## src/rtl/kmdr_pkg.sv

```systemverilog
package kmdr_pkg;

   localparam int ROW_W      = 4;
   localparam int COL_W      = 5;
   localparam int CODE_W     = 8;
   localparam int CNT_W      = 4;
   localparam int FILL_W     = 3;
   localparam int SLOT_STORE = 6;
   localparam int REQ_DATA_W = 24;
   localparam int RSP_DATA_W = 64;

   // modifier usages 0xE0..0xE7 share their upper five bits
   localparam logic [4:0] MOD_PREFIX = 5'b11100;

   localparam logic [CNT_W-1:0] THRESHOLD_RESET = 4'd4;

   typedef logic [CODE_W-1:0] code_type;

endpackage

```

## src/rtl/kmdr_count_mem.sv

```systemverilog
module kmdr_count_mem
   import kmdr_pkg::*;
#(
   parameter int DEPTH = 84,
   parameter int AW    = 7
) (
   input  logic             clock,
   input  logic             reset,
   input  logic             wr_en,
   input  logic [AW-1:0]    wr_addr,
   input  logic [CNT_W-1:0] wr_data,
   input  logic             rd_en,
   input  logic [AW-1:0]    rd_addr,
   output logic [CNT_W-1:0] rd_data,
   output logic             busy
);

   logic [CNT_W-1:0] mem [DEPTH];
   logic [CNT_W-1:0] rd_data_ff;
   logic             clr_busy_ff, clr_busy_in;
   logic [AW-1:0]    clr_addr_ff, clr_addr_in;

   always_comb begin
      clr_busy_in = clr_busy_ff;
      clr_addr_in = clr_addr_ff;
      if (clr_busy_ff) begin
         clr_addr_in = clr_addr_ff + 1'b1;
         if (clr_addr_ff == AW'(DEPTH - 1)) begin
            clr_busy_in = 1'b0;
         end
      end
   end

   always_ff @(posedge clock) begin
      if (reset) begin
         clr_busy_ff <= 1'b1;
         clr_addr_ff <= '0;
      end else begin
         clr_busy_ff <= clr_busy_in;
         clr_addr_ff <= clr_addr_in;
      end
   end

   always_ff @(posedge clock) begin
      if (clr_busy_ff) begin
         mem[clr_addr_ff] <= '0;
      end else if (wr_en) begin
         mem[wr_addr] <= wr_data;
      end
   end

   // same-address write in this cycle is forwarded to the read
   always_ff @(posedge clock) begin
      if (rd_en) begin
         if (wr_en && (wr_addr == rd_addr)) begin
            rd_data_ff <= wr_data;
         end else begin
            rd_data_ff <= mem[rd_addr];
         end
      end
   end

   assign rd_data = rd_data_ff;
   assign busy    = clr_busy_ff;

endmodule

```

## src/rtl/key_matrix_debounce_report.sv

```systemverilog
// Keyboard matrix debounce and HID boot report builder.
//
// req channel: one matrix key sample per item (row, column, pressed level,
// usage code); req_tlast marks the last sample of a scan. Each key has a
// debounce counter; once it reaches the threshold the key is reported.
// rsp channel: one 7-byte boot report (modifier byte, six key slots) plus
// the filled-slot count, emitted for each item with req_tlast set.
// csr channel: writes the 4-bit debounce threshold (reset value 4); always
// ready. Write it only while the block is idle; the block itself does not enforce this.
//
// Throughput: one item per cycle while the update stage is not held (see
// Stall). The counter memory is read at the accept edge of a report's last
// item; the update stage then writes the report into the output register.
// Reset: the counter memory is cleared one entry per cycle, all ROWS*COLUMNS
// entries (84 by default); req_tready stays low until that is done.
// Stall: the output register holds the report while rsp_tready is low;
// samples keep flowing until a second report is ready to leave, then the
// update stage and req_tready hold.
module key_matrix_debounce_report
   import kmdr_pkg::*;
#(
   parameter int ROWS    = 6,
   parameter int COLUMNS = 14,
   parameter int SLOTS   = 6
) (
   input  logic                  clock,
   input  logic                  reset,
   input  logic                  req_tvalid,
   output logic                  req_tready,
   // [3:0] row, [8:4] column, [9] pressed, [17:10] key_code, rest zero
   input  logic [REQ_DATA_W-1:0] req_tdata,
   input  logic                  req_tlast,
   output logic                  rsp_tvalid,
   input  logic                  rsp_tready,
   // [7:0] modifier_bits, [15:8] slot_zero .. [55:48] slot_five,
   // [58:56] filled_slots, rest zero
   output logic [RSP_DATA_W-1:0] rsp_tdata,
   input  logic                  csr_valid,
   output logic                  csr_ready,
   input  logic [CNT_W-1:0]      csr_data
);

   localparam int DEPTH = ROWS * COLUMNS;
   localparam int AW    = (DEPTH > 1) ? $clog2(DEPTH) : 1;

   logic [ROW_W-1:0]  req_row;
   logic [COL_W-1:0]  req_column;
   logic              req_pressed;
   code_type          req_code;
   logic              req_in_range;
   logic [AW-1:0]     req_idx;
   logic              req_accept;

   logic [CNT_W-1:0]  thr_ff;

   logic              s1_valid_ff;
   logic              s1_in_range_ff;
   logic [AW-1:0]     s1_idx_ff;
   logic              s1_pressed_ff;
   code_type          s1_code_ff;
   logic              s1_last_ff;
   logic              s1_adv;

   logic [CNT_W-1:0]  cnt;
   logic              reached;
   logic [CNT_W-1:0]  cnt_new;
   logic              report;
   logic              is_mod;
   logic              mem_busy;

   logic [7:0]        mods_ff, mods_in;
   code_type          slots_ff [SLOT_STORE];
   code_type          slots_in [SLOT_STORE];
   logic [FILL_W-1:0] fill_ff, fill_in;

   logic              rsp_valid_ff;
   logic [RSP_DATA_W-1:0] rsp_data_ff;

   assign req_row      = req_tdata[3:0];
   assign req_column   = req_tdata[8:4];
   assign req_pressed  = req_tdata[9];
   assign req_code     = req_tdata[17:10];
   assign req_in_range = (32'(req_row) < ROWS) && (32'(req_column) < COLUMNS);
   assign req_idx      = AW'(32'(req_row) * COLUMNS + 32'(req_column));

   assign s1_adv     = s1_valid_ff && (!s1_last_ff || !rsp_valid_ff || rsp_tready);
   assign req_tready = !mem_busy && (!s1_valid_ff || s1_adv);
   assign req_accept = req_tvalid && req_tready;

   assign csr_ready = 1'b1;

   always_ff @(posedge clock) begin
      if (reset) begin
         thr_ff <= THRESHOLD_RESET;
      end else if (csr_valid) begin
         thr_ff <= csr_data;
      end
   end

   kmdr_count_mem #(
      .DEPTH (DEPTH),
      .AW    (AW)
   ) u_count_mem (
      .clock   (clock),
      .reset   (reset),
      .wr_en   (s1_adv && s1_in_range_ff),
      .wr_addr (s1_idx_ff),
      .wr_data (cnt_new),
      .rd_en   (req_accept && req_in_range),
      .rd_addr (req_idx),
      .rd_data (cnt),
      .busy    (mem_busy)
   );

   always_ff @(posedge clock) begin
      if (reset) begin
         s1_valid_ff <= 1'b0;
      end else if (req_accept) begin
         s1_valid_ff <= 1'b1;
      end else if (s1_adv) begin
         s1_valid_ff <= 1'b0;
      end
   end

   always_ff @(posedge clock) begin
      if (req_accept) begin
         s1_in_range_ff <= req_in_range;
         s1_idx_ff      <= req_idx;
         s1_pressed_ff  <= req_pressed;
         s1_code_ff     <= req_code;
         s1_last_ff     <= req_tlast;
      end
   end

   assign reached = cnt >= thr_ff;
   assign report  = s1_in_range_ff && s1_pressed_ff && reached;
   assign is_mod  = s1_code_ff[7:3] == MOD_PREFIX;

   always_comb begin
      if (!s1_pressed_ff) begin
         cnt_new = '0;
      end else if (reached) begin
         cnt_new = cnt;
      end else begin
         cnt_new = cnt + 1'b1;
      end
   end

   always_comb begin
      mods_in = mods_ff;
      fill_in = fill_ff;
      for (int k = 0; k < SLOT_STORE; k++) begin
         slots_in[k] = slots_ff[k];
      end
      if (report && is_mod) begin
         mods_in[s1_code_ff[2:0]] = 1'b1;
      end
      if (report && !is_mod && (32'(fill_ff) < SLOTS)) begin
         fill_in = fill_ff + 1'b1;
         for (int k = 0; k < SLOT_STORE; k++) begin
            if (fill_ff == FILL_W'(k)) begin
               slots_in[k] = s1_code_ff;
            end
         end
      end
   end

   always_ff @(posedge clock) begin
      if (reset) begin
         mods_ff <= '0;
         fill_ff <= '0;
         for (int k = 0; k < SLOT_STORE; k++) begin
            slots_ff[k] <= '0;
         end
      end else if (s1_adv) begin
         if (s1_last_ff) begin
            mods_ff <= '0;
            fill_ff <= '0;
            for (int k = 0; k < SLOT_STORE; k++) begin
               slots_ff[k] <= '0;
            end
         end else begin
            mods_ff <= mods_in;
            fill_ff <= fill_in;
            for (int k = 0; k < SLOT_STORE; k++) begin
               slots_ff[k] <= slots_in[k];
            end
         end
      end
   end

   always_ff @(posedge clock) begin
      if (reset) begin
         rsp_valid_ff <= 1'b0;
      end else if (s1_adv && s1_last_ff) begin
         rsp_valid_ff <= 1'b1;
      end else if (rsp_tready) begin
         rsp_valid_ff <= 1'b0;
      end
   end

   always_ff @(posedge clock) begin
      if (s1_adv && s1_last_ff) begin
         rsp_data_ff <= {5'd0, fill_in, slots_in[5], slots_in[4], slots_in[3],
                         slots_in[2], slots_in[1], slots_in[0], mods_in};
      end
   end

   assign rsp_tvalid = rsp_valid_ff;
   assign rsp_tdata  = rsp_data_ff;

   a_fill_bound: assert property (@(posedge clock) disable iff (reset)
      32'(fill_ff) <= SLOTS)
      else $error("pending slot count above SLOTS");

   a_rsp_fill_bound: assert property (@(posedge clock) disable iff (reset)
      rsp_valid_ff |-> (32'(rsp_data_ff[58:56]) <= SLOTS))
      else $error("reported slot count above SLOTS");

   a_no_accept_clearing: assert property (@(posedge clock) disable iff (reset)
      mem_busy |-> !req_tready)
      else $error("item accepted during counter clear");

   a_stall_cause: assert property (@(posedge clock) disable iff (reset)
      (s1_valid_ff && !s1_adv) |-> (s1_last_ff && rsp_valid_ff && !rsp_tready))
      else $error("update stage held without a blocked report");

endmodule
```

## config.mk

```make
export PLATFORM = sky130hd
export DESIGN_NAME = key_matrix_debounce_report
export DESIGN_NICKNAME = d
export VERILOG_FILES = /design/src/rtl/kmdr_pkg.sv /design/src/rtl/kmdr_count_mem.sv /design/src/rtl/key_matrix_debounce_report.sv
export SDC_FILE = /design/constraint.sdc
export NUM_CORES = 1
export LEC_CHECK = 0
export BUFFER_PORTS_ARGS = -buffer_cell sky130_fd_sc_hd__buf_2
export CORE_ASPECT_RATIO = 0.6
export CORE_MARGIN = 2
export CORE_UTILIZATION = 30
export CTS_CLUSTER_SIZE = 12
export DETAILED_ROUTE_END_ITERATION = 6
export SLEW_MARGIN = 0
export SYNTH_ARGS = -nofsm -noshare
export SYNTH_HDL_FRONTEND = slang
export SYNTH_SLANG_ARGS = --single-unit
```

## constraint.sdc

```tcl
create_clock -name clock -period 10.3 [get_ports clock]
set_clock_uncertainty 0.05 [all_clocks]
set_input_delay 2.06 -clock clock [delete_from_list [all_inputs] [get_ports clock]]
set_output_delay 2.06 -clock clock [all_outputs]
set_load 0.02 [all_outputs]
```

==> flow_summary.toml <==
[status]
status = "finished clean"

[logic_synthesis]
async_reset_ff_share_pct = 0
postSynthAreaPerCell_sq_um = 16.1
synth_cell_types = 63
synth-seq-cells = 490
synth_cells = 1286
synth_edf_count = 465
synth.yosys.seq_area_share_pct = 70.0
mappedNetlistArea_sq_um = 20700
synth-main-ff-cell = "edfxtp_1"
yosysWarningCount = 0

[floorplanning]
die_x_um = 343
ios = 101
rows = 74
start_util_pct = 30.4
fp.dieH_um = 207
die_area_sq_um = 71100
core_sq_um = 68100

[power]
pwr_density_cell_nw_per_um2 = 176
p_leak_nw = 7.77
p_int_mw = 3.17
pwr-share-clk_pct = 38.0
power_mw = 4.12
p_seq_share_pct = 52.9
switching_share_pct = 23.0
peakVddDrop_uv = 135
p_sw_mw = 0.947
p_comb_share_pct = 9.1

[setup_path]
cpPeakStageDelay_ns = 0.68
required_ns = 10.56
cpMaxStageDelayCell = "mux4_2"
end_kind = "flop"
arrival_ns = 6.57
cp-start-kind = "input pin"
worstSetupPathType = "in2reg"
reg2reg_depth = 5
path_max_fanout = 20
critical_path.cell_chain = "buf_2 > inv_1 > fa_1 > inv_1 > ha_1 > fa_1 > ha_1 > o21ai_1 > or2_1 > nand2_2 > mux4_2 > a211oi_1 > a311oi_1 > mux2_2"

[timing]
final.setup.tns_ns = 0
worstMarginPinSlew_ns = 1.08
hold_viol = 0
setup_violations = 0
slew_violations = 0
max_freq_mhz = 158
slew_headroom_pct = 27.8
post-route-period-util_pct = 61.3
rsz0062_at_grt = "false"
setup_slack_ns = 3.98
fin_crit_ns = 6.32

[global_routing]
overflow = 0
grt_pass1_wl_um = 73900
grt_use_total_pct = 13.7
grt_max_degree = 86
antenna_found_initial = 0
grt_pass1_vias = 11437

[job]
maxCapViolCount = 0

[drt]
viasPerCell = 5.19
drtPass1Iterations = 5
vias = 11871
wl_per_cell_um = 21.6
drtAntennaViolNets = 0
drcViolationCount = 0
initialDrtViolationCount = 1312
wirelength_um = 49400

[final_layout]
drive_above_1_share_pct = 20.5
fin_cells = 2289
syn2layout_area_growth_pct = 13.0
fin_util_pct = 34.3
diodes = 0
nNetsFinal = 1424

[clock_tree]
cts_sinks = 490
cts_tree = "built"
clk_pin_slew_ns = 0.06
hold_buffers = 0
numCtsBuffers = 47
clk_latency_ns = 0.57
clockBufferDepth = 3
cts_root_buf = "clkbuf_16"
cts_resized = 0
cts_setup_buffers = 0
htreeDepth = 2

[placement]
preCtsSetupSlack_ns = 3.44
dp.cells = 2227
portBuffers = 88
gp_congestion = 0.866
hpwl_um = 33300

[worst_hold_path]
hold_class = "reg2reg"
hold_path_depth = 1
-- registers in the layout (all words and copies together) (netlist names) --
signal / cells
s1_last_ff: 1
fill_ff: 3
thr_ff: 4
u_count_mem.rd_data: 4
s1_valid_ff: 1
s1_in_range_ff: 1
mods_ff: 8
rsp_tvalid: 1
slots_ff: 48
rsp_tdata: 59
s1_idx_ff: 7
u_count_mem.clr_addr_ff: 7
s1_code_ff: 8
u_count_mem.mem: 336
u_count_mem.busy: 1
s1_pressed_ff: 1
-- logic make-up after synthesis --
logic type | after synthesis | synth area share (%)
flops | 490 | 70.0
simple gates | 324 | 7.26
compound gates | 189 | 5.67
mux | 123 | 11.8
buf+inv | 112 | 2.52
fa+ha+maj | 26 | 1.76
xor+xnor | 20 | 0.987
other cells | 2 | 0.0363
-- area by class of cell --
type / count / area [sq um]
fillers: 6453 / 44700
multi-input cells: 688 / 5760
clock inverters: 4 / 63.8
well taps: 912 / 1140
flip-flops and latches: 490 / 14500
repair buffers: 103 / 556
clock buffers: 58 / 1240
inverters: 34 / 129
-- synthesized netlist by cell type (all sizes together), types with 5 or more instances --
master	instances	area, sq um
clkbuf	41	154
and2	10	62.6
a21o	6	45.0
nor2	105	397
nand3b	5	37.5
dfxtp	25	500
mux2i	15	150
xnor2	13	129
buf	37	238
a22o	12	105
nand3	46	230
xor2	6	52.6
nand4	20	125
a31oi	15	93.8
nand2b	14	87.6
edfxtp	465	14000
mux2	14	158
ha	21	263
o21bai	5	48.8
or3	5	31.3
nor2b	7	43.8
nand2	96	363
o21ai	56	280
a211oi	10	80.1
fa	5	100
inv	33	124
o211ai	5	37.5
mux4	94	2120
a21oi	60	308
-- path summary, 6_finish.rpt --
check / start / endpoint / slack (ns)
worst min-delay path: mods_ff[7] / mods_ff[7] / 0.41
worst max-delay path: req_tdata[0] / u_count_mem.rd_data[1] / 3.98
worst max register to register: u_count_mem.busy / u_count_mem.mem[80][0] / 6.62
worst min register to register: mods_ff[7] / mods_ff[7] / 0.41
-- layer usage --
layer  track usage [%]  vias up  share of wire [%]  wire length [um]
met2              17.2      560                 39             19300
li1                  -     5126                  -                 -
met1              22.6     6134                 49             24000
met3              4.53       51                 11              5530
met4              1.95        0                1.0               504
met5                 0        -                  0                 0
-- worst max-delay path, delay by kind of cell --
kind	cells	cell delay (ns)
muxes	2	0.96
buffers and inverters	3	0.24
AOI/OAI and AO/OA	3	0.59
and+or+nand+nor	2	1.07
adders and majority gates	4	1.62
-- stage by stage --
step	area, sq um	hold WS [ns]
after floorplan	20700	0.376
after global placement	22000	0.393
after detailed placement	22000	0.400
after CTS	23300	0.414
after global routing	23300	0.424
final	23300	0.408
-- power groups by stage --
stage | sequential, mW | combinational, mW | clock (mW)
after global placement | 2.22 | 0.363 | 0
final | 2.18 | 0.375 | 1.56
after CTS | 2.18 | 0.371 | 1.59
after detailed placement | 2.22 | 0.369 | 0
after floorplan | 2.22 | 0.273 | 0
after global routing | 2.18 | 0.404 | 1.67
-- cells in the final DEF (no fill, tap or decap), types with 7 or more instances in the layout --
cell type,instances
mux2_2,14
edfxtp_1,465
nor2b_1,7
nand4_1,20
a21oi_1,56
ha_1,20
and2_1,10
inv_1,32
clkbuf_1,10
dfxtp_1,25
a31oi_1,15
mux2i_1,15
o21ai_0,55
clkbuf_16,48
nand2_1,95
a211oi_1,9
a22o_1,12
mux4_2,92
nand3_1,46
buf_4,16
xnor2_1,11
buf_2,87
nand2b_1,14
nor2_1,102
Note: power is estimated with default switching activity, not from simulation.
